### src/rtl/tcs_pkg.sv
`timescale 1ns / 1ps
// ----------------------------------------------------------------------------
// Textured column scaler package
// Shared field widths, function codes, register indexes and the item
// structures that travel between the pipeline sections.
// ----------------------------------------------------------------------------
package tcs_pkg;

    localparam int FUNC_W   = 2;
    localparam int IDX_W    = 8;
    localparam int VAL_W    = 8;
    localparam int HALF_W   = 12;
    localparam int HGT_W    = 13;
    localparam int COL_W    = 10;
    localparam int ROW_W    = 10;
    localparam int VH_W     = 10;
    localparam int PW_W     = 5;
    localparam int PIX_W    = 8;
    localparam int FRAC_W   = 16;

    localparam int SHADE_ENTRIES = 256;
    localparam int SHADE_AW      = 8;

    typedef logic [FUNC_W-1:0] t_func;

    localparam t_func FUNC_LOAD_TEXEL = 2'd0;
    localparam t_func FUNC_LOAD_SHADE = 2'd1;
    localparam t_func FUNC_DRAW       = 2'd2;

    localparam int CFG_AW = 1;
    localparam int CFG_DW = 10;

    typedef logic [CFG_AW-1:0] t_cfg_addr;

    localparam t_cfg_addr CFG_VIEW_HEIGHT = 1'b0;
    localparam t_cfg_addr CFG_POST_WIDTH  = 1'b1;

    localparam logic [VH_W-1:0] VIEW_HEIGHT_RST = 10'd200;
    localparam logic [PW_W-1:0] POST_WIDTH_RST  = 5'd1;

    // Item as it enters the pipeline, post height already doubled.
    typedef struct packed {
        t_func              func;
        logic [IDX_W-1:0]   idx;
        logic [VAL_W-1:0]   val;
        logic [HGT_W-1:0]   height;
        logic [COL_W-1:0]   col;
        logic [ROW_W-1:0]   row;
        logic               lit;
    } t_item;

    // Item after clipping: height is no longer needed, top row and fault are.
    typedef struct packed {
        t_func              func;
        logic [IDX_W-1:0]   idx;
        logic [VAL_W-1:0]   val;
        logic [COL_W-1:0]   col;
        logic [ROW_W-1:0]   row;
        logic [VH_W-1:0]    top;
        logic               lit;
        logic               fault;
    } t_ctl;

endpackage

### src/rtl/tcs_divider.sv
`timescale 1ns / 1ps
// ----------------------------------------------------------------------------
// Step divider
// Pipelined restoring divider forming (TEXEL_COUNT << 16) / height, one
// quotient bit per stage, with the item carried alongside.
// ----------------------------------------------------------------------------
module tcs_divider #(
    parameter int TEXEL_COUNT = 64
) (
    input  logic                   i_clk,
    input  logic                   i_rst_n,
    input  logic                   i_valid,
    output logic                   o_ready,
    input  tcs_pkg::t_item         i_item,
    output logic                   o_valid,
    input  logic                   i_ready,
    output tcs_pkg::t_item         o_item,
    output logic [$clog2(TEXEL_COUNT+1)+tcs_pkg::FRAC_W-1:0] o_quot
);

    localparam int DW = $clog2(TEXEL_COUNT + 1) + tcs_pkg::FRAC_W;
    localparam int HW = tcs_pkg::HGT_W;
    localparam logic [DW-1:0] DIVIDEND = DW'(TEXEL_COUNT) << tcs_pkg::FRAC_W;

    logic [DW-1:0]   r_v;
    logic [DW:0]     en;
    tcs_pkg::t_item  r_item [DW];
    logic [HW-1:0]   r_rem  [DW];
    logic [DW-1:0]   r_q    [DW];

    assign en[DW] = i_ready;

    for (genvar k = 0; k < DW; k++) begin : g_stage
        logic            v_in;
        tcs_pkg::t_item  item_in;
        logic [HW-1:0]   rem_in;
        logic [DW-1:0]   q_in;
        logic [HW:0]     trial;
        logic            fit;
        logic [HW-1:0]   n_rem;
        logic [DW-1:0]   n_q;

        if (k == 0) begin : g_first
            assign v_in    = i_valid;
            assign item_in = i_item;
            assign rem_in  = '0;
            assign q_in    = '0;
        end else begin : g_next
            assign v_in    = r_v[k-1];
            assign item_in = r_item[k-1];
            assign rem_in  = r_rem[k-1];
            assign q_in    = r_q[k-1];
        end

        assign en[k] = !r_v[k] || en[k+1];

        always_comb begin
            trial = {rem_in, DIVIDEND[DW-1-k]};
            fit   = trial >= {1'b0, item_in.height};
            n_rem = fit ? HW'(trial - {1'b0, item_in.height}) : trial[HW-1:0];
            n_q   = {q_in[DW-2:0], fit};
        end

        always_ff @(posedge i_clk) begin
            if (!i_rst_n) begin
                r_v[k] <= 1'b0;
            end else if (en[k]) begin
                r_v[k] <= v_in;
            end
        end

        always_ff @(posedge i_clk) begin
            if (en[k]) begin
                r_item[k] <= item_in;
                r_rem[k]  <= n_rem;
                r_q[k]    <= n_q;
            end
        end
    end

    assign o_ready = en[0];
    assign o_valid = r_v[DW-1];
    assign o_item  = r_item[DW-1];
    assign o_quot  = r_q[DW-1];

    localparam int PW = DW + HW;

    a_quot_exact : assert property (@(posedge i_clk) disable iff (!i_rst_n)
        o_valid && (o_item.height != '0) |->
            ((PW'(o_quot) * PW'(o_item.height)) <= PW'(DIVIDEND)) &&
            ((PW'(DIVIDEND) - PW'(o_quot) * PW'(o_item.height)) < PW'(o_item.height)))
        else $error("step quotient does not match dividend and height");

    a_stall_hold : assert property (@(posedge i_clk) disable iff (!i_rst_n)
        o_valid && !i_ready |=> o_valid && $stable(o_quot) && $stable(o_item))
        else $error("divider output changed while stalled");

endmodule

### config.mk
export PLATFORM = sky130hd
export DESIGN_NAME = tcs_divider
export DESIGN_NICKNAME = d
export VERILOG_FILES = /design/src/rtl/tcs_pkg.sv /design/src/rtl/tcs_divider.sv
export SDC_FILE = /design/constraint.sdc
export NUM_CORES = 2
export LEC_CHECK = 0
export BUFFER_PORTS_ARGS = -buffer_cell sky130_fd_sc_hd__buf_2
export CORE_MARGIN = 2
export CORE_UTILIZATION = 56
export CTS_BUF_LIST = sky130_fd_sc_hd__clkbuf_4
export DETAILED_ROUTE_END_ITERATION = 12
export PLACE_DENSITY = 0.69
export SYNTH_ARGS = -nofsm -noshare
export SYNTH_HDL_FRONTEND = slang
export SYNTH_SLANG_ARGS = --single-unit
### constraint.sdc
create_clock -name i_clk -period 10.45 [get_ports i_clk]
set_input_delay 1.5675 -clock i_clk [delete_from_list [all_inputs] [get_ports i_clk]]
set_output_delay 1.5675 -clock i_clk [all_outputs]
set_load 0.02 [all_outputs]
==> results.cfg <==
[clocking]
cts_tree = yes
post-cts-setup-buffer-count = 0
cts_resized = 0
clk_latency_ps = 1280
cts_buffer_depth = 4
clkSinkCount = 1781
numCtsBuffers = 441
hold_buffers = 0
htreeDepth = 5
cts.clk_slew.worst_paths_ps = 60
root_buffer = clkbuf_4

[synthesis]
synth_fa_ha_area_share_pct = 5.514
synthTopCellsByCount = edfxtp_1 (1758), inv_1 (403), ha_1 (286)
synthArstFlopShare_pct = 0
syn_area_sq_mm = 0.07253
synth-seq-cells = 1781
yosys-top-cells-area = edfxtp_1 (73%), ha_1 (4.9%), inv_1 (2.1%), mux2_2 (2.0%), nor2_1 (1.3%)
ys.flop_type = edfxtp_1
seq_area_frac_synth_pct = 73.42
yosysTopAreaCellShare_pct = 72.79
synth_compound_area_share_pct = 7.309
yosys.area_share.simple_pct = 6.335
synth_top_cell_by_area = edfxtp_1
synth.area.mux_share_pct = 3.445
synth.distinct_cells = 85
synth_edf_count = 1758
syn_avg_cell_area_sq_um = 15.96
synth_xor_area_share_pct = 1.425
postSynthCellCount = 4545
synth_top_family_by_area = compound AO/OA/AOI/OAI gates
ys_warn_count = 0
yosysMostFrequentCell = edfxtp_1

[power_and_ir_drop]
leakagePower_nw = 32.11
power_mw = 21.56
ir_worst_vdd_mv = 0.1512
powerDensity_mw_per_mm2 = 267.3

[cells_and_area]
area_delta_synth_final_pct = 11.23
instances_no_fill = 7141
drive_gt1_share_pct = 19.97
final_core_util_pct = 62.54
fin_nets = 5452
fill_cells = 9368

[floorplanning]
io_pins = 133
start_util_pct = 56.23
fp-row-count = 132
die_h_microns = 363.9
die_area_sq_mm = 0.1324
core_sq_mm = 0.1290
die_w_microns = 363.9

[critical_path]
path_class = input port to output port
crit_path_start_kind = input port
cp.required_ps = 8880
cp-end-kind = output port
path_max_fanout = 16
cp_slowest_cell = nor2b_1
worstPathArrival_ps = 4080
slowest_delay_ps = 400
crit_chain = buf_2 > nor2b_1 > clkinv_2 > nor3_1 > buf_4 > and4_1 > and4_1 > nand2_2 > buf_2

[outcome]
outcome = finished, final reports clean

[timing]
tightest_slew_ps = 1197
fmax_mhz = 177.0
slew_headroom_pct = 19.92
rsz0062_at_grt = no
fin_hold_ws_ps = 340.3
slew_viol_final = 0
fin_crit_ps = 5649
finalHoldViolCount = 0
finalSetupTns_ps = 0
skew_ps = 96.45
post-route-period-util_pct = 54.06
final-setup-viol-count = 0

[grt]
grt_max_degree = 88
antenna_found_initial = 7
overflow = 0
grt_pass1_wl_mm = 187.6
track_usage_pct = 17.79
first_global_vias = 37620

[drt]
dr.pass1.iters = 5
wirelength_mm = 114.6
drc_errors = 0
drt-initial-drc-count = 2318
via_per_inst = 5.243
wl_per_cell_microns = 16.04
ant_nets = 0
dr_total_vias = 37440

[job]
maxCapViolCount = 0

[placement]
place_congestion = 0.8690
dp.cells = 6388
port_buffers = 132
dp_hpwl_mm = 79.81

[hold_path]
hp-class = flip-flop to flip-flop
## registers in the layout, indices dropped and copies added, names as in the netlist
| signal | count |
|---|---|
| g_stage.v_in | 22 |
| r_q | 276 |
| r_rem | 286 |
| r_item | 1196 |
| o_valid | 1 |
## stage by stage
step	setup slack [ps]	instance area, sq um
floorplan	3285	72540
global placement	4795	75360
global route	4468	80670
detailed placement	4756	75360
CTS	4618	80650
finish	4801	80670
## worst paths after layout
path	start	endpoint	slack [ps]	cells past startpoint
max reg2reg	o_valid	r_item[0][352]	6810	7
min reg2reg	r_q[3][50]	r_q[3][74]	340	0
min	r_q[3][50]	r_q[3][74]	340	0
max	i_ready	o_ready	4800	9
## critical path, delay by kind of cell
family | cells | cell delay, ps
buf+inv | 4 | 920
simple gates | 5 | 1570
## layout by cell type (no fill, tap or decap), drive strengths merged, types with 31 or more instances in the layout
master and count:
nand2b 49, edfxtp 1758, xor2 36, nand4 37, ha 286, nand2 174
mux2 174, nand3 56, nor3b 33, xnor2 82, nor2b 74, mux2i 46
nor3 69, a211oi 34, buf 163, inv 408, clkbuf 632, o211ai 31
or3 33, a21oi 137, clkinv 102, o21ai 164, o21a 91, nor2 248
a21o 55
## logic make-up (layout without fill, tap and decap cells)
logic type / Yosys count / count (layout)
XOR/XNOR: 118 / 118
adder cells (fa/ha/maj): 307 / 307
AND/OR/NAND/NOR: 903 / 903
buffers and inverters: 470 / 1310
flip-flops: 1781 / 1781
multiplexers: 220 / 220
other: 1 / 15
AO/OA/AOI/OAI: 745 / 745
## power breakdown
part	internal, mW	leakage, nW	switching, mW
logic	2.87	10.0	3.26
registers	9.54	18.9	0.551
clock network	2.85	3.18	2.50
## metal layers
metal | track usage [%] | share of wire [%] | vias up
met5 | 0 | 0 | -
met4 | 7.152 | 2.7 | 0
met3 | 4.461 | 5.1 | 239
met2 | 29.34 | 49 | 867
met1 | 22.67 | 43 | 17700
li1 | - | - | 18630
## final cells by class
| class | instances | area (sq um) | area share [%] |
|---|---|---|---|
| Sequential cell | 1781 | 53250 | 66.01 |
| Multi-Input combinational cell | 2298 | 17520 | 21.71 |
| Clock buffer | 632 | 4745 | 5.881 |
| Tap cell | 1742 | 2180 | 2.702 |
| Inverter | 404 | 1520 | 1.884 |
| Timing Repair Buffer | 163 | 893.4 | 1.107 |
| Clock inverter | 111 | 543.0 | 0.6731 |
| Antenna cell | 10 | 25.02 | 0.03102 |
(Power assumes the default switching activity.)
