File: config.mk
export PLATFORM = sky130hd
export DESIGN_NAME = tcs_mapper
export DESIGN_NICKNAME = d
export VERILOG_FILES = /design/src/rtl/tcs_pkg.sv /design/src/rtl/tcs_mapper.sv
export SDC_FILE = /design/constraint.sdc
export NUM_CORES = 1
export LEC_CHECK = 0
export BUFFER_PORTS_ARGS = -buffer_cell sky130_fd_sc_hd__buf_2
export CAP_MARGIN = 20
export CORE_MARGIN = 10
export CORE_UTILIZATION = 53
export DETAILED_ROUTE_END_ITERATION = 12
export PLACE_DENSITY_LB_ADDON = 0.1
export SETUP_SLACK_MARGIN = 0.05
export SKIP_CTS_REPAIR_TIMING = 1
export SYNTH_ARGS = -nofsm -noshare
export SYNTH_HDL_FRONTEND = slang
export SYNTH_SLANG_ARGS = --single-unit
File: constraint.sdc
create_clock -name i_clk -period 5.4 [get_ports i_clk]
set_input_delay 0.27 -clock i_clk [delete_from_list [all_inputs] [get_ports i_clk]]
set_output_delay 0.27 -clock i_clk [all_outputs]
set_load 0.02 [all_outputs]
File: src/rtl/tcs_pkg.sv
`timescale 1ns / 1ps
// ----------------------------------------------------------------------------
// Textured column scaler package
// Shared field widths, function codes, register indexes and the item
// structures that travel between the pipeline sections.
// ----------------------------------------------------------------------------
package tcs_pkg;

    localparam int FUNC_W   = 2;
    localparam int IDX_W    = 8;
    localparam int VAL_W    = 8;
    localparam int HALF_W   = 12;
    localparam int HGT_W    = 13;
    localparam int COL_W    = 10;
    localparam int ROW_W    = 10;
    localparam int VH_W     = 10;
    localparam int PW_W     = 5;
    localparam int PIX_W    = 8;
    localparam int FRAC_W   = 16;

    localparam int SHADE_ENTRIES = 256;
    localparam int SHADE_AW      = 8;

    typedef logic [FUNC_W-1:0] t_func;

    localparam t_func FUNC_LOAD_TEXEL = 2'd0;
    localparam t_func FUNC_LOAD_SHADE = 2'd1;
    localparam t_func FUNC_DRAW       = 2'd2;

    localparam int CFG_AW = 1;
    localparam int CFG_DW = 10;

    typedef logic [CFG_AW-1:0] t_cfg_addr;

    localparam t_cfg_addr CFG_VIEW_HEIGHT = 1'b0;
    localparam t_cfg_addr CFG_POST_WIDTH  = 1'b1;

    localparam logic [VH_W-1:0] VIEW_HEIGHT_RST = 10'd200;
    localparam logic [PW_W-1:0] POST_WIDTH_RST  = 5'd1;

    // Item as it enters the pipeline, post height already doubled.
    typedef struct packed {
        t_func              func;
        logic [IDX_W-1:0]   idx;
        logic [VAL_W-1:0]   val;
        logic [HGT_W-1:0]   height;
        logic [COL_W-1:0]   col;
        logic [ROW_W-1:0]   row;
        logic               lit;
    } t_item;

    // Item after clipping: height is no longer needed, top row and fault are.
    typedef struct packed {
        t_func              func;
        logic [IDX_W-1:0]   idx;
        logic [VAL_W-1:0]   val;
        logic [COL_W-1:0]   col;
        logic [ROW_W-1:0]   row;
        logic [VH_W-1:0]    top;
        logic               lit;
        logic               fault;
    } t_ctl;

endpackage

File: src/rtl/tcs_mapper.sv
`timescale 1ns / 1ps
// ----------------------------------------------------------------------------
// Texel coordinate mapper
// Clips the post to the viewport, then forms the texel index
// (start + row * step) >> 16 over three register stages.
// ----------------------------------------------------------------------------
module tcs_mapper #(
    parameter int TEXEL_COUNT = 64
) (
    input  logic                                   i_clk,
    input  logic                                   i_rst_n,
    input  logic [tcs_pkg::VH_W-1:0]               i_view_height,
    input  logic                                   i_valid,
    output logic                                   o_ready,
    input  tcs_pkg::t_item                         i_item,
    input  logic [$clog2(TEXEL_COUNT+1)+tcs_pkg::FRAC_W-1:0] i_step,
    output logic                                   o_valid,
    input  logic                                   i_ready,
    output tcs_pkg::t_ctl                          o_ctl,
    output logic [$clog2(TEXEL_COUNT)-1:0]         o_addr
);

    localparam int DW  = $clog2(TEXEL_COUNT + 1) + tcs_pkg::FRAC_W;
    localparam int AW  = $clog2(TEXEL_COUNT);
    localparam int HW  = tcs_pkg::HGT_W;
    localparam int FW  = DW + tcs_pkg::HALF_W;
    localparam int RW  = DW + tcs_pkg::ROW_W;
    localparam int SW  = FW + 1;
    localparam int TW  = SW - tcs_pkg::FRAC_W;
    localparam logic [TW-1:0] TEX_LIMIT = TW'(TEXEL_COUNT);
    localparam logic [AW-1:0] TEX_LAST  = AW'(TEXEL_COUNT - 1);

    logic en_a, en_b, en_c;

    // Stage A: clip against the viewport.
    logic                            r_a_v;
    tcs_pkg::t_ctl                   r_a_ctl;
    logic [DW-1:0]                   r_a_step;
    logic [tcs_pkg::HALF_W-1:0]      r_a_half;

    logic [HW-1:0]                   vh_ext;
    logic                            over;
    logic [HW-1:0]                   diff;
    logic [HW-1:0]                   drawn;
    tcs_pkg::t_ctl                   n_a_ctl;
    logic [tcs_pkg::HALF_W-1:0]      n_a_half;

    always_comb begin
        vh_ext   = HW'(i_view_height);
        over     = i_item.height > vh_ext;
        diff     = over ? (i_item.height - vh_ext) : (vh_ext - i_item.height);
        drawn    = over ? vh_ext : i_item.height;
        n_a_half = over ? diff[HW-1:1] : '0;

        n_a_ctl.func  = i_item.func;
        n_a_ctl.idx   = i_item.idx;
        n_a_ctl.val   = i_item.val;
        n_a_ctl.col   = i_item.col;
        n_a_ctl.row   = i_item.row;
        n_a_ctl.lit   = i_item.lit;
        // Below the viewport height the difference is at most ten bits wide.
        n_a_ctl.top   = over ? '0 : diff[tcs_pkg::VH_W:1];
        n_a_ctl.fault = (i_item.height == '0) || (HW'(i_item.row) >= drawn);
    end

    // Stage B: the two products.
    logic                            r_b_v;
    tcs_pkg::t_ctl                   r_b_ctl;
    logic [FW-1:0]                   r_b_frac;
    logic [RW-1:0]                   r_b_prod;

    // Stage C: sum, shift and saturate to the store.
    logic                            r_c_v;
    tcs_pkg::t_ctl                   r_c_ctl;
    logic [AW-1:0]                   r_c_addr;

    logic [SW-1:0]                   n_sum;
    logic [TW-1:0]                   n_tex;
    logic [AW-1:0]                   n_addr;

    always_comb begin
        n_sum  = SW'(r_b_frac) + SW'(r_b_prod);
        n_tex  = n_sum[SW-1:tcs_pkg::FRAC_W];
        n_addr = (n_tex >= TEX_LIMIT) ? TEX_LAST : n_tex[AW-1:0];
    end

    assign en_c    = !r_c_v || i_ready;
    assign en_b    = !r_b_v || en_c;
    assign en_a    = !r_a_v || en_b;
    assign o_ready = en_a;

    always_ff @(posedge i_clk) begin
        if (!i_rst_n) begin
            r_a_v <= 1'b0;
            r_b_v <= 1'b0;
            r_c_v <= 1'b0;
        end else begin
            if (en_a) begin
                r_a_v <= i_valid;
            end
            if (en_b) begin
                r_b_v <= r_a_v;
            end
            if (en_c) begin
                r_c_v <= r_b_v;
            end
        end
    end

    always_ff @(posedge i_clk) begin
        if (en_a) begin
            r_a_ctl  <= n_a_ctl;
            r_a_step <= i_step;
            r_a_half <= n_a_half;
        end
        if (en_b) begin
            r_b_ctl  <= r_a_ctl;
            r_b_frac <= FW'(r_a_half) * FW'(r_a_step);
            r_b_prod <= RW'(r_a_ctl.row) * RW'(r_a_step);
        end
        if (en_c) begin
            r_c_ctl  <= r_b_ctl;
            r_c_addr <= n_addr;
        end
    end

    assign o_valid = r_c_v;
    assign o_ctl   = r_c_ctl;
    assign o_addr  = r_c_addr;

    a_full_when_blocked : assert property (@(posedge i_clk) disable iff (!i_rst_n)
        !o_ready |-> r_a_v && r_b_v && r_c_v && !i_ready)
        else $error("mapper refused input with a free stage");

endmodule

==> results.yml <==
placement:
  dp_hpwl_um: 55400
  place_area_um2: 29900
  dp_cells: 3510
  gp_congestion: 0.922
  io_buffers: 146
synthesis:
  synth_ff_type: "edfxtp_1"
  synth_nets: 3220
  syn_inst: 2550
  yosysSeqAreaShare_pct: 29.6
  synth.most_common_cell: "inv_1"
  synthTopCellsByCount: "inv_1, fa_1, nand2_1"
  async_reset_ff_share_pct: 0
  synth_top_area_share_pct: 29.4
  syn_area_per_cell_um2: 10.4
  ys_warn_count: 0
  syn_area_um2: 26500
  synth_area_leaders: "edfxtp_1, fa_1, ha_1"
  ys_types: 65
  synth-edff-count: 259
  yosysTopAreaCell: "edfxtp_1"
  ys_ff_latch: 262
worst_setup_path:
  worstSetupStartpointType: "register"
  crit_type: "reg -> reg"
  arrival_ps: 6140
  crit_required_ps: 5710
  cp-end-kind: "register"
  critPathMaxFanout: 5
detailed_routing:
  drtPass1Iterations: 5
  totalWireLength_um: 68500
  ant_nets: 0
  vias_per_cell: 5.24
  dr.first_iter.drc_count: 1262
  wl_per_cell_um: 18.7
  vias: 19200
  drc: 0
floorplan:
  start_util_pct: 53.8
  die_w_um: 243
  io_pins: 147
  die_h_um: 243
  dieArea_um2: 59300
  rows: 81
  coreArea_um2: 49200
timing:
  slew_violations: 0
  setup_viol: 25
  hold_viol_final: 0
  maxSlewHeadroom_pct: 40.2
  fin_worst_skew_ps: 27.1
  rsz0062_at_grt: "true"
  period_share_pct: 108
  clock.fmax_mhz: 171
  whs_ps: 98.7
  finalCriticalPeriod_ps: 5830
  worst_pin_slew_ps: 897
  setup_ws_ps: -434
clock_network:
  cts.sinks: 262
  htree_levels: 1
  clockBufferDepth: 3
  tritoncts: "done"
  cts_root_buf: "clkbuf_16"
  clk_pin_slew_worst_paths_ps: 70
  clock_latency_ps: 590
  cts_buffers: 29
global_route:
  first_global_vias: 20200
  grt_first_pass_wirelength_um: 107000
  grt.overflow.total: 0
  grt_max_degree: 63
  grt_use_total_pct: 22.5
  antenna_found_initial: 0
layout:
  design_area_um2: 32700
  syn_to_final_growth_pct: 23.5
  layout-drive-gt1-share_pct: 21.3
  insertedDiodeCount: 0
  fill_cells: 3802
  layout.cells.non_filler: 3662
  nNetsFinal: 3647
worst_hold_path:
  hp-class: "in -> reg"
job:
  maxCapViolCount: 0
status:
  status: "complete, but fails checks"
  violations: "negative setup slack"
## final timing paths
kind                              start                          to  slack, ps  cells past startpoint
hold / removal               i_item[32]  r_a_half[10]$_SDFFCE_PN0P_        100                      3
hold reg to reg   r_b_ctl[47]$_DFFE_PP_         o_ctl[47]$_DFFE_PP_        410                      0
setup reg to reg  r_a_step[9]$_DFFE_PP_      r_b_frac[31]$_DFFE_PP_       -430                     20
setup / recovery  r_a_step[9]$_DFFE_PP_      r_b_frac[31]$_DFFE_PP_       -430                     20
## flip-flops by register name, indices dropped and copies added, names as in the netlist, 6 cells and up
| name | count |
|---|---|
| r_b_prod | 33 |
| r_b_ctl | 50 |
| o_addr | 6 |
| r_a_half | 12 |
| r_a_step | 23 |
| o_ctl | 50 |
| r_a_ctl | 50 |
| r_b_frac | 35 |
## worst max-delay path, cell delays in order (launching register included)
cell	delay [ps]
edfxtp_1	530
buf_6	160
nand2_4	40
fa_1	470
fa_1	510
inv_2	40
fa_1	490
fa_1	540
inv_2	40
fa_1	520
inv_2	50
ha_4	240
a211oi_2	170
nor2_1	80
o41a_1	390
a22o_1	250
a311oi_2	300
nor3_2	120
o41ai_2	280
mux2i_1	240
nand2_1	80
## metal layers
layer,vias up,part of all wire [%],GRT usage (%)
met3,106,6.5,4.64
li1,9013,-,-
met1,9532,42,29.3
met5,-,0,0
met2,538,49,37.9
met4,0,2.5,5.55
## area by class of cell
| cell class | count | area [um^2] | share of cell area (%) |
|---|---|---|---|
| sequential | 262 | 7840 | 24.0 |
| clock inverter | 22 | 243 | 0.743 |
| multi-input combinational | 1718 | 17300 | 52.9 |
| clock buffer | 30 | 729 | 2.23 |
| timing repair buffer | 499 | 4010 | 12.3 |
| inverter | 467 | 1750 | 5.36 |
| tap | 664 | 831 | 2.54 |
## placed cells by master (no fill, tap or decap), types with 15 or more instances in the layout
master and count:
a21o_1 44, edfxtp_1 259, buf_12 24, buf_2 146, ha_4 20, clkbuf_16 30, nor3_1 37, o21bai_1 16
xor2_1 16, o21a_1 21, mux2i_1 15, nor2_1 51, fa_1 364, ha_1 182, a21oi_1 66, buf_6 37
nor2b_1 17, dlygate4sd3_1 64, a21oi_2 21, and2_1 197, o21ai_0 31, nand2_1 353, nand3_1 15, xnor2_1 49
and3_1 16, buf_4 226, inv_1 446, inv_2 21
## per-stage QoR
stage / utilization (%) / TNS [ps] / worst slack, ps
global placement: 60.9 / -5310 / -410
detailed placement: 60.9 / -5980 / -430
finish: 66.5 / -6610 / -434
floorplan: - / 0 / 27.2
global route: 66.5 / -10840 / -591
CTS: 62.9 / -6900 / -478
## cells by family after synthesis
kind of cell	after synthesis	synth area share, %
adder cells (fa/ha/maj)	581	38.2
AO/OA/AOI/OAI	293	7.36
multiplexers	16	0.610
flip-flops	262	29.6
AND/OR/NAND/NOR	755	13.7
buffers and inverters	570	8.08
XOR/XNOR	73	2.42
Power is not shown: default switching activity piles up to over one toggle a cycle in this logic, so the estimate is an artifact.
