File: config.mk
export PLATFORM = sky130hd
export DESIGN_NAME = tcs_sampler
export DESIGN_NICKNAME = d
export VERILOG_FILES = /design/src/rtl/tcs_pkg.sv /design/src/rtl/tcs_sampler.sv
export SDC_FILE = /design/constraint.sdc
export NUM_CORES = 2
export LEC_CHECK = 0
export BUFFER_PORTS_ARGS = -buffer_cell sky130_fd_sc_hd__buf_4
export CAP_MARGIN = 10
export CORE_UTILIZATION = 60
export DETAILED_ROUTE_END_ITERATION = 16
export PLACE_DENSITY = 0.76
export SKIP_CTS_REPAIR_TIMING = 1
export SYNTH_ARGS = -nofsm -noshare
export SYNTH_HDL_FRONTEND = slang
export SYNTH_SLANG_ARGS = --single-unit
File: constraint.sdc
create_clock -name i_clk -period 6.6 [get_ports i_clk]
set_input_delay 1.32 -clock i_clk [delete_from_list [all_inputs] [get_ports i_clk]]
set_output_delay 1.32 -clock i_clk [all_outputs]
set_load 0.1 [all_outputs]
File: src/rtl/tcs_pkg.sv
`timescale 1ns / 1ps
// ----------------------------------------------------------------------------
// Textured column scaler package
// Shared field widths, function codes, register indexes and the item
// structures that travel between the pipeline sections.
// ----------------------------------------------------------------------------
package tcs_pkg;

    localparam int FUNC_W   = 2;
    localparam int IDX_W    = 8;
    localparam int VAL_W    = 8;
    localparam int HALF_W   = 12;
    localparam int HGT_W    = 13;
    localparam int COL_W    = 10;
    localparam int ROW_W    = 10;
    localparam int VH_W     = 10;
    localparam int PW_W     = 5;
    localparam int PIX_W    = 8;
    localparam int FRAC_W   = 16;

    localparam int SHADE_ENTRIES = 256;
    localparam int SHADE_AW      = 8;

    typedef logic [FUNC_W-1:0] t_func;

    localparam t_func FUNC_LOAD_TEXEL = 2'd0;
    localparam t_func FUNC_LOAD_SHADE = 2'd1;
    localparam t_func FUNC_DRAW       = 2'd2;

    localparam int CFG_AW = 1;
    localparam int CFG_DW = 10;

    typedef logic [CFG_AW-1:0] t_cfg_addr;

    localparam t_cfg_addr CFG_VIEW_HEIGHT = 1'b0;
    localparam t_cfg_addr CFG_POST_WIDTH  = 1'b1;

    localparam logic [VH_W-1:0] VIEW_HEIGHT_RST = 10'd200;
    localparam logic [PW_W-1:0] POST_WIDTH_RST  = 5'd1;

    // Item as it enters the pipeline, post height already doubled.
    typedef struct packed {
        t_func              func;
        logic [IDX_W-1:0]   idx;
        logic [VAL_W-1:0]   val;
        logic [HGT_W-1:0]   height;
        logic [COL_W-1:0]   col;
        logic [ROW_W-1:0]   row;
        logic               lit;
    } t_item;

    // Item after clipping: height is no longer needed, top row and fault are.
    typedef struct packed {
        t_func              func;
        logic [IDX_W-1:0]   idx;
        logic [VAL_W-1:0]   val;
        logic [COL_W-1:0]   col;
        logic [ROW_W-1:0]   row;
        logic [VH_W-1:0]    top;
        logic               lit;
        logic               fault;
    } t_ctl;

endpackage

File: src/rtl/tcs_sampler.sv
`timescale 1ns / 1ps
// ----------------------------------------------------------------------------
// Texel sampler
// Holds the texel column and shading table, applies loads in stream order,
// reads texel and shade for draws and registers the result transaction.
// ----------------------------------------------------------------------------
module tcs_sampler #(
    parameter int TEXEL_COUNT = 64
) (
    input  logic                              i_clk,
    input  logic                              i_rst_n,
    input  logic [tcs_pkg::PW_W-1:0]          i_post_width,
    input  logic                              i_valid,
    output logic                              o_ready,
    input  tcs_pkg::t_ctl                     i_ctl,
    input  logic [$clog2(TEXEL_COUNT)-1:0]    i_addr,
    output logic                              o_valid,
    input  logic                              i_ready,
    output logic [tcs_pkg::PIX_W-1:0]         o_pixel,
    output logic [tcs_pkg::ROW_W-1:0]         o_screen_row,
    output logic [tcs_pkg::COL_W-1:0]         o_screen_column,
    output logic [tcs_pkg::PW_W-1:0]          o_span_width,
    output logic                              o_fault
);

    localparam int AW = $clog2(TEXEL_COUNT);
    localparam logic [tcs_pkg::IDX_W:0] IDX_LIMIT = (tcs_pkg::IDX_W + 1)'(TEXEL_COUNT);

    function automatic logic [tcs_pkg::PW_W-1:0] width_sat(
        input logic [tcs_pkg::PW_W-1:0] w
    );
        if (w == '0) begin
            return tcs_pkg::PW_W'(1);
        end else if (w > tcs_pkg::PW_W'(16)) begin
            return tcs_pkg::PW_W'(16);
        end
        return w;
    endfunction

    logic [tcs_pkg::VAL_W-1:0] r_texel_mem [TEXEL_COUNT];
    logic [tcs_pkg::PIX_W-1:0] r_shade_mem [tcs_pkg::SHADE_ENTRIES];

    logic en_d, en_e, en_f;

    logic                       r_d_v;
    tcs_pkg::t_ctl              r_d_ctl;
    logic [tcs_pkg::VAL_W-1:0]  r_tex_rd;

    logic                       r_e_v;
    tcs_pkg::t_ctl              r_e_ctl;
    logic [tcs_pkg::VAL_W-1:0]  r_e_tex;
    logic [tcs_pkg::PIX_W-1:0]  r_shade_rd;

    logic                       r_out_v;
    logic [tcs_pkg::PIX_W-1:0]  r_pixel;
    logic [tcs_pkg::ROW_W-1:0]  r_screen_row;
    logic [tcs_pkg::COL_W-1:0]  r_screen_column;
    logic [tcs_pkg::PW_W-1:0]   r_span_width;
    logic                       r_fault;

    logic                       tex_wr;
    logic [tcs_pkg::PIX_W-1:0]  n_pixel;
    logic [tcs_pkg::ROW_W-1:0]  n_screen_row;
    logic [tcs_pkg::COL_W-1:0]  n_screen_column;
    logic [tcs_pkg::PW_W-1:0]   n_span_width;

    // Only draws produce a transaction; loads and unused codes drop out here.
    assign en_f    = !r_out_v || i_ready;
    assign en_e    = !r_e_v || en_f;
    assign en_d    = !r_d_v || en_e;
    assign o_ready = en_d;

    assign tex_wr = i_valid && (i_ctl.func == tcs_pkg::FUNC_LOAD_TEXEL) &&
                    ({1'b0, i_ctl.idx} < IDX_LIMIT);

    always_comb begin
        if (r_e_ctl.fault) begin
            n_pixel         = '0;
            n_screen_row    = '0;
            n_screen_column = '0;
            n_span_width    = '0;
        end else begin
            n_pixel         = r_e_ctl.lit ? r_shade_rd : r_e_tex;
            n_screen_row    = r_e_ctl.top + r_e_ctl.row;
            n_screen_column = r_e_ctl.col;
            n_span_width    = width_sat(i_post_width);
        end
    end

    always_ff @(posedge i_clk) begin
        if (!i_rst_n) begin
            r_d_v   <= 1'b0;
            r_e_v   <= 1'b0;
            r_out_v <= 1'b0;
        end else begin
            if (en_d) begin
                r_d_v <= i_valid;
            end
            if (en_e) begin
                r_e_v <= r_d_v;
            end
            if (en_f) begin
                r_out_v <= r_e_v && (r_e_ctl.func == tcs_pkg::FUNC_DRAW);
            end
        end
    end

    // Each store is written in the same stage where draws read it, so loads
    // and draws see each other in stream order.
    always_ff @(posedge i_clk) begin
        if (en_d) begin
            r_d_ctl  <= i_ctl;
            r_tex_rd <= r_texel_mem[i_addr];
            if (tex_wr) begin
                r_texel_mem[i_ctl.idx[AW-1:0]] <= i_ctl.val;
            end
        end
    end

    always_ff @(posedge i_clk) begin
        if (en_e) begin
            r_e_ctl    <= r_d_ctl;
            r_e_tex    <= r_tex_rd;
            r_shade_rd <= r_shade_mem[r_tex_rd];
            if (r_d_v && (r_d_ctl.func == tcs_pkg::FUNC_LOAD_SHADE)) begin
                r_shade_mem[r_d_ctl.idx] <= r_d_ctl.val;
            end
        end
    end

    always_ff @(posedge i_clk) begin
        if (en_f) begin
            r_pixel         <= n_pixel;
            r_screen_row    <= n_screen_row;
            r_screen_column <= n_screen_column;
            r_span_width    <= n_span_width;
            r_fault         <= r_e_ctl.fault;
        end
    end

    assign o_valid         = r_out_v;
    assign o_pixel         = r_pixel;
    assign o_screen_row    = r_screen_row;
    assign o_screen_column = r_screen_column;
    assign o_span_width    = r_span_width;
    assign o_fault         = r_fault;

    a_full_when_blocked : assert property (@(posedge i_clk) disable iff (!i_rst_n)
        !o_ready |-> r_d_v && r_e_v && r_out_v && !i_ready)
        else $error("sampler refused input with a free stage");

    a_width_range : assert property (@(posedge i_clk) disable iff (!i_rst_n)
        o_valid && !o_fault |-> (o_span_width != '0) &&
                                (o_span_width <= tcs_pkg::PW_W'(16)))
        else $error("span width of a good pixel out of range");

endmodule

==> impl_metrics.tcl <==
set metrics [dict create \
    status "finished clean" \
    drc 0 \
    synth_most_common_cell "edfxtp_1" \
    firstDrtPassIters 6 \
    die_w_um 416.8 \
    port_buffers 100 \
    arrival_ns 4.91 \
    synth_area_leader_cell "edfxtp_1" \
    leakage_nw 35.66 \
    yosys_warnings 0 \
    drtIter0Drc 6743 \
    post_drt_wl_per_cell_um 32.98 \
    startpoint "r_tex_rd[0]" \
    hold_viol_final 0 \
    clk_latency_ns 0.93 \
    slew_violations 0 \
    gp_congestion 0.8506 \
    grt_first_pass_wirelength_mm 346.1 \
    nets 4940 \
    min_to "r_e_ctl[14]" \
    synth.area.top_cells "edfxtp_1, mux4_2, nor2_1, mux2i_1, o22ai_1" \
    p_per_area_mw_per_mm2 324.7 \
    rsz0062_at_grt "false" \
    fin_cells 7268 \
    area_growth_pct 11.19 \
    clockBufferDepth 4 \
    path_class "reg2reg" \
    netlist_instances 4662 \
    worstPathRequired_ns 7.18 \
    finalPower_mw 37.27 \
    dp.cells 6800 \
    ys_seq_area_share_pct 78.65 \
    hold_depth 0 \
    fin_crit_sh_pct 65.48 \
    hold_path_startpoint "r_d_ctl[14]" \
    synth_edf_count 2702 \
    reg2reg_slack_ns 2.28 \
    critPathCaptureType "flip-flop" \
    vias 49970 \
    synthDominantCellAreaShare_pct 78.59 \
    start_util_pct 60.71 \
    path_clk_slew_ns 0.06 \
    rr_endpoint "r_shade_rd[0]" \
    synth_flop_cell "edfxtp_1" \
    htreeDepth 5 \
    max_cap_violations 0 \
    place_ws_ns 2.079 \
    numCtsBuffers 280 \
    ioPinCount 101 \
    syn_area_mm2 0.1032 \
    skew_ns 0.06003 \
    grt_overflow 0 \
    ys_ff_latch 2705 \
    cts_sinks 2705 \
    die_height_um 416.8 \
    setup_slack_ns 2.278 \
    max-vdd-ir-drop_v 0.0002831 \
    routed_via_density 6.876 \
    critical_path.max_fanout 90 \
    clockRootBuffer "clkbuf_16" \
    netlist_top_cells_count "edfxtp_1, mux4_2, nor2_1, clkbuf_1, mux2i_1" \
    worst_slew_pin_slew_ns 1.251 \
    detail-route-antenna-nets 0 \
    grt_max_degree 192 \
    hp-class "reg2reg" \
    slew_headroom_pct 16.29 \
    core_mm2 0.1700 \
    hpwlAfterDp_mm 135.8 \
    row_count 151 \
    post-route-min-period_ns 4.322 \
    synthDistinctLibCells 47 \
    start_kind "flip-flop" \
    cts_tree "built" \
    r2r-start "r_tex_rd[0]" \
    hold-worst-slack_ns 0.4112 \
    synth-async-reset-ratio_pct 0 \
    grt_pass1_vias 50020 \
    wl_mm 239.7 \
    final_layout_size_suffix_gt1_share_pct 23.88 \
    fmax_mhz 231.4 \
    reg2reg_depth 7 \
    fin_tns_setup_ns 0 \
    syn_area_per_cell_um2 22.14 \
    antenna_found_initial 6 \
    setup_viol 0 \
    die_area_mm2 0.1737 \
    synth.net_count 4738 \
    grt_use_total_pct 27.84 \
]
## worst max path at each step
stage	end	slack [ns]
floorplan	r_texel_mem[31][0]	0.70
global placement	r_tex_rd[3]	2.13
detailed placement	r_shade_mem[252][4]	2.08
CTS	r_shade_rd[7]	2.35
global route	r_shade_rd[7]	2.20
finish	r_shade_rd[0]	2.28
## stage by stage
step	cell area (um2)	utilization (%)
after floorplan	103200	-
after global placement	106400	62.58
after detailed placement	106400	62.58
after CTS	114800	67.50
after global routing	114800	67.50
final	114800	67.51
## flip-flops by register name, indices dropped and copies added (netlist names), 10 cells and up
register	cells
o_screen_column	10
o_screen_row	10
r_d_ctl	50
r_e_ctl	34
r_shade_mem	2048
r_texel_mem	512
## layout by cell type, fill, tap and decap left out, types with 8 or more instances in the layout
cell / instances
clkbuf_16: 286
clkinv_1: 62
clkinv_2: 31
buf_12: 19
clkbuf_1: 53
a221oi_1: 24
a21oi_1: 50
edfxtp_1: 2702
o22a_1: 8
a22o_1: 40
nor2b_1: 25
o211ai_1: 14
nand3_1: 14
a211oi_1: 35
clkinvlp_4: 8
o221ai_1: 16
mux2i_1: 106
a31oi_1: 18
nor2_1: 370
nor3_1: 34
inv_1: 12
bufinv_16: 16
o22ai_1: 84
nor4_1: 14
nand2_1: 47
ha_1: 10
a22oi_1: 56
mux4_2: 644
buf_4: 159
nand2b_1: 8
## critical path, stage by stage (launching register included)
cell and delay, ns:
edfxtp_1 1.00, buf_12 0.24, buf_12 0.49, mux4_2 0.59, a211oi_1 0.47, a21oi_1 0.27, a31oi_1 0.66, nor4_1 0.10
## report_power, final
| group | internal (mW) | switching, mW |
|---|---|---|
| Sequential | 19.0 | 0.0833 |
| Combinational | 1.31 | 2.11 |
| Clock | 8.51 | 6.24 |
| Total | 28.8 | 8.44 |
## area by class of cell
type | instances | area (um2)
tap | 2218 | 2775
inverter | 13 | 48.80
multi-input combinational | 1685 | 20800
antenna | 3 | 7.507
timing repair buffer | 179 | 1588
fill | 10040 | 55250
sequential | 2705 | 81200
clock buffer | 339 | 7356
clock inverter | 126 | 1015
## kinds of logic (layout without fill, tap and decap cells)
| logic type | after synthesis | after routing | share of synthesized area [%] |
|---|---|---|---|
| other cells | 0 | 3 | 0 |
| xor+xnor | 7 | 7 | 0.05939 |
| simple gates | 559 | 559 | 2.314 |
| buf+inv | 272 | 657 | 1.282 |
| mux | 755 | 755 | 15.13 |
| flops | 2705 | 2705 | 78.65 |
| compound gates | 353 | 353 | 2.421 |
| fa+ha+maj | 11 | 11 | 0.1406 |
## per-layer routing
| layer | wire [um] | share of wire (%) | track usage, % |
|---|---|---|---|
| met5 | 41 | 0.017 | 0 |
| met4 | 10530 | 4.4 | 11.43 |
| met3 | 24460 | 10 | 6.118 |
| met2 | 114400 | 48 | 43.10 |
| met1 | 90250 | 38 | 39.15 |
(Power assumes the default switching activity.)
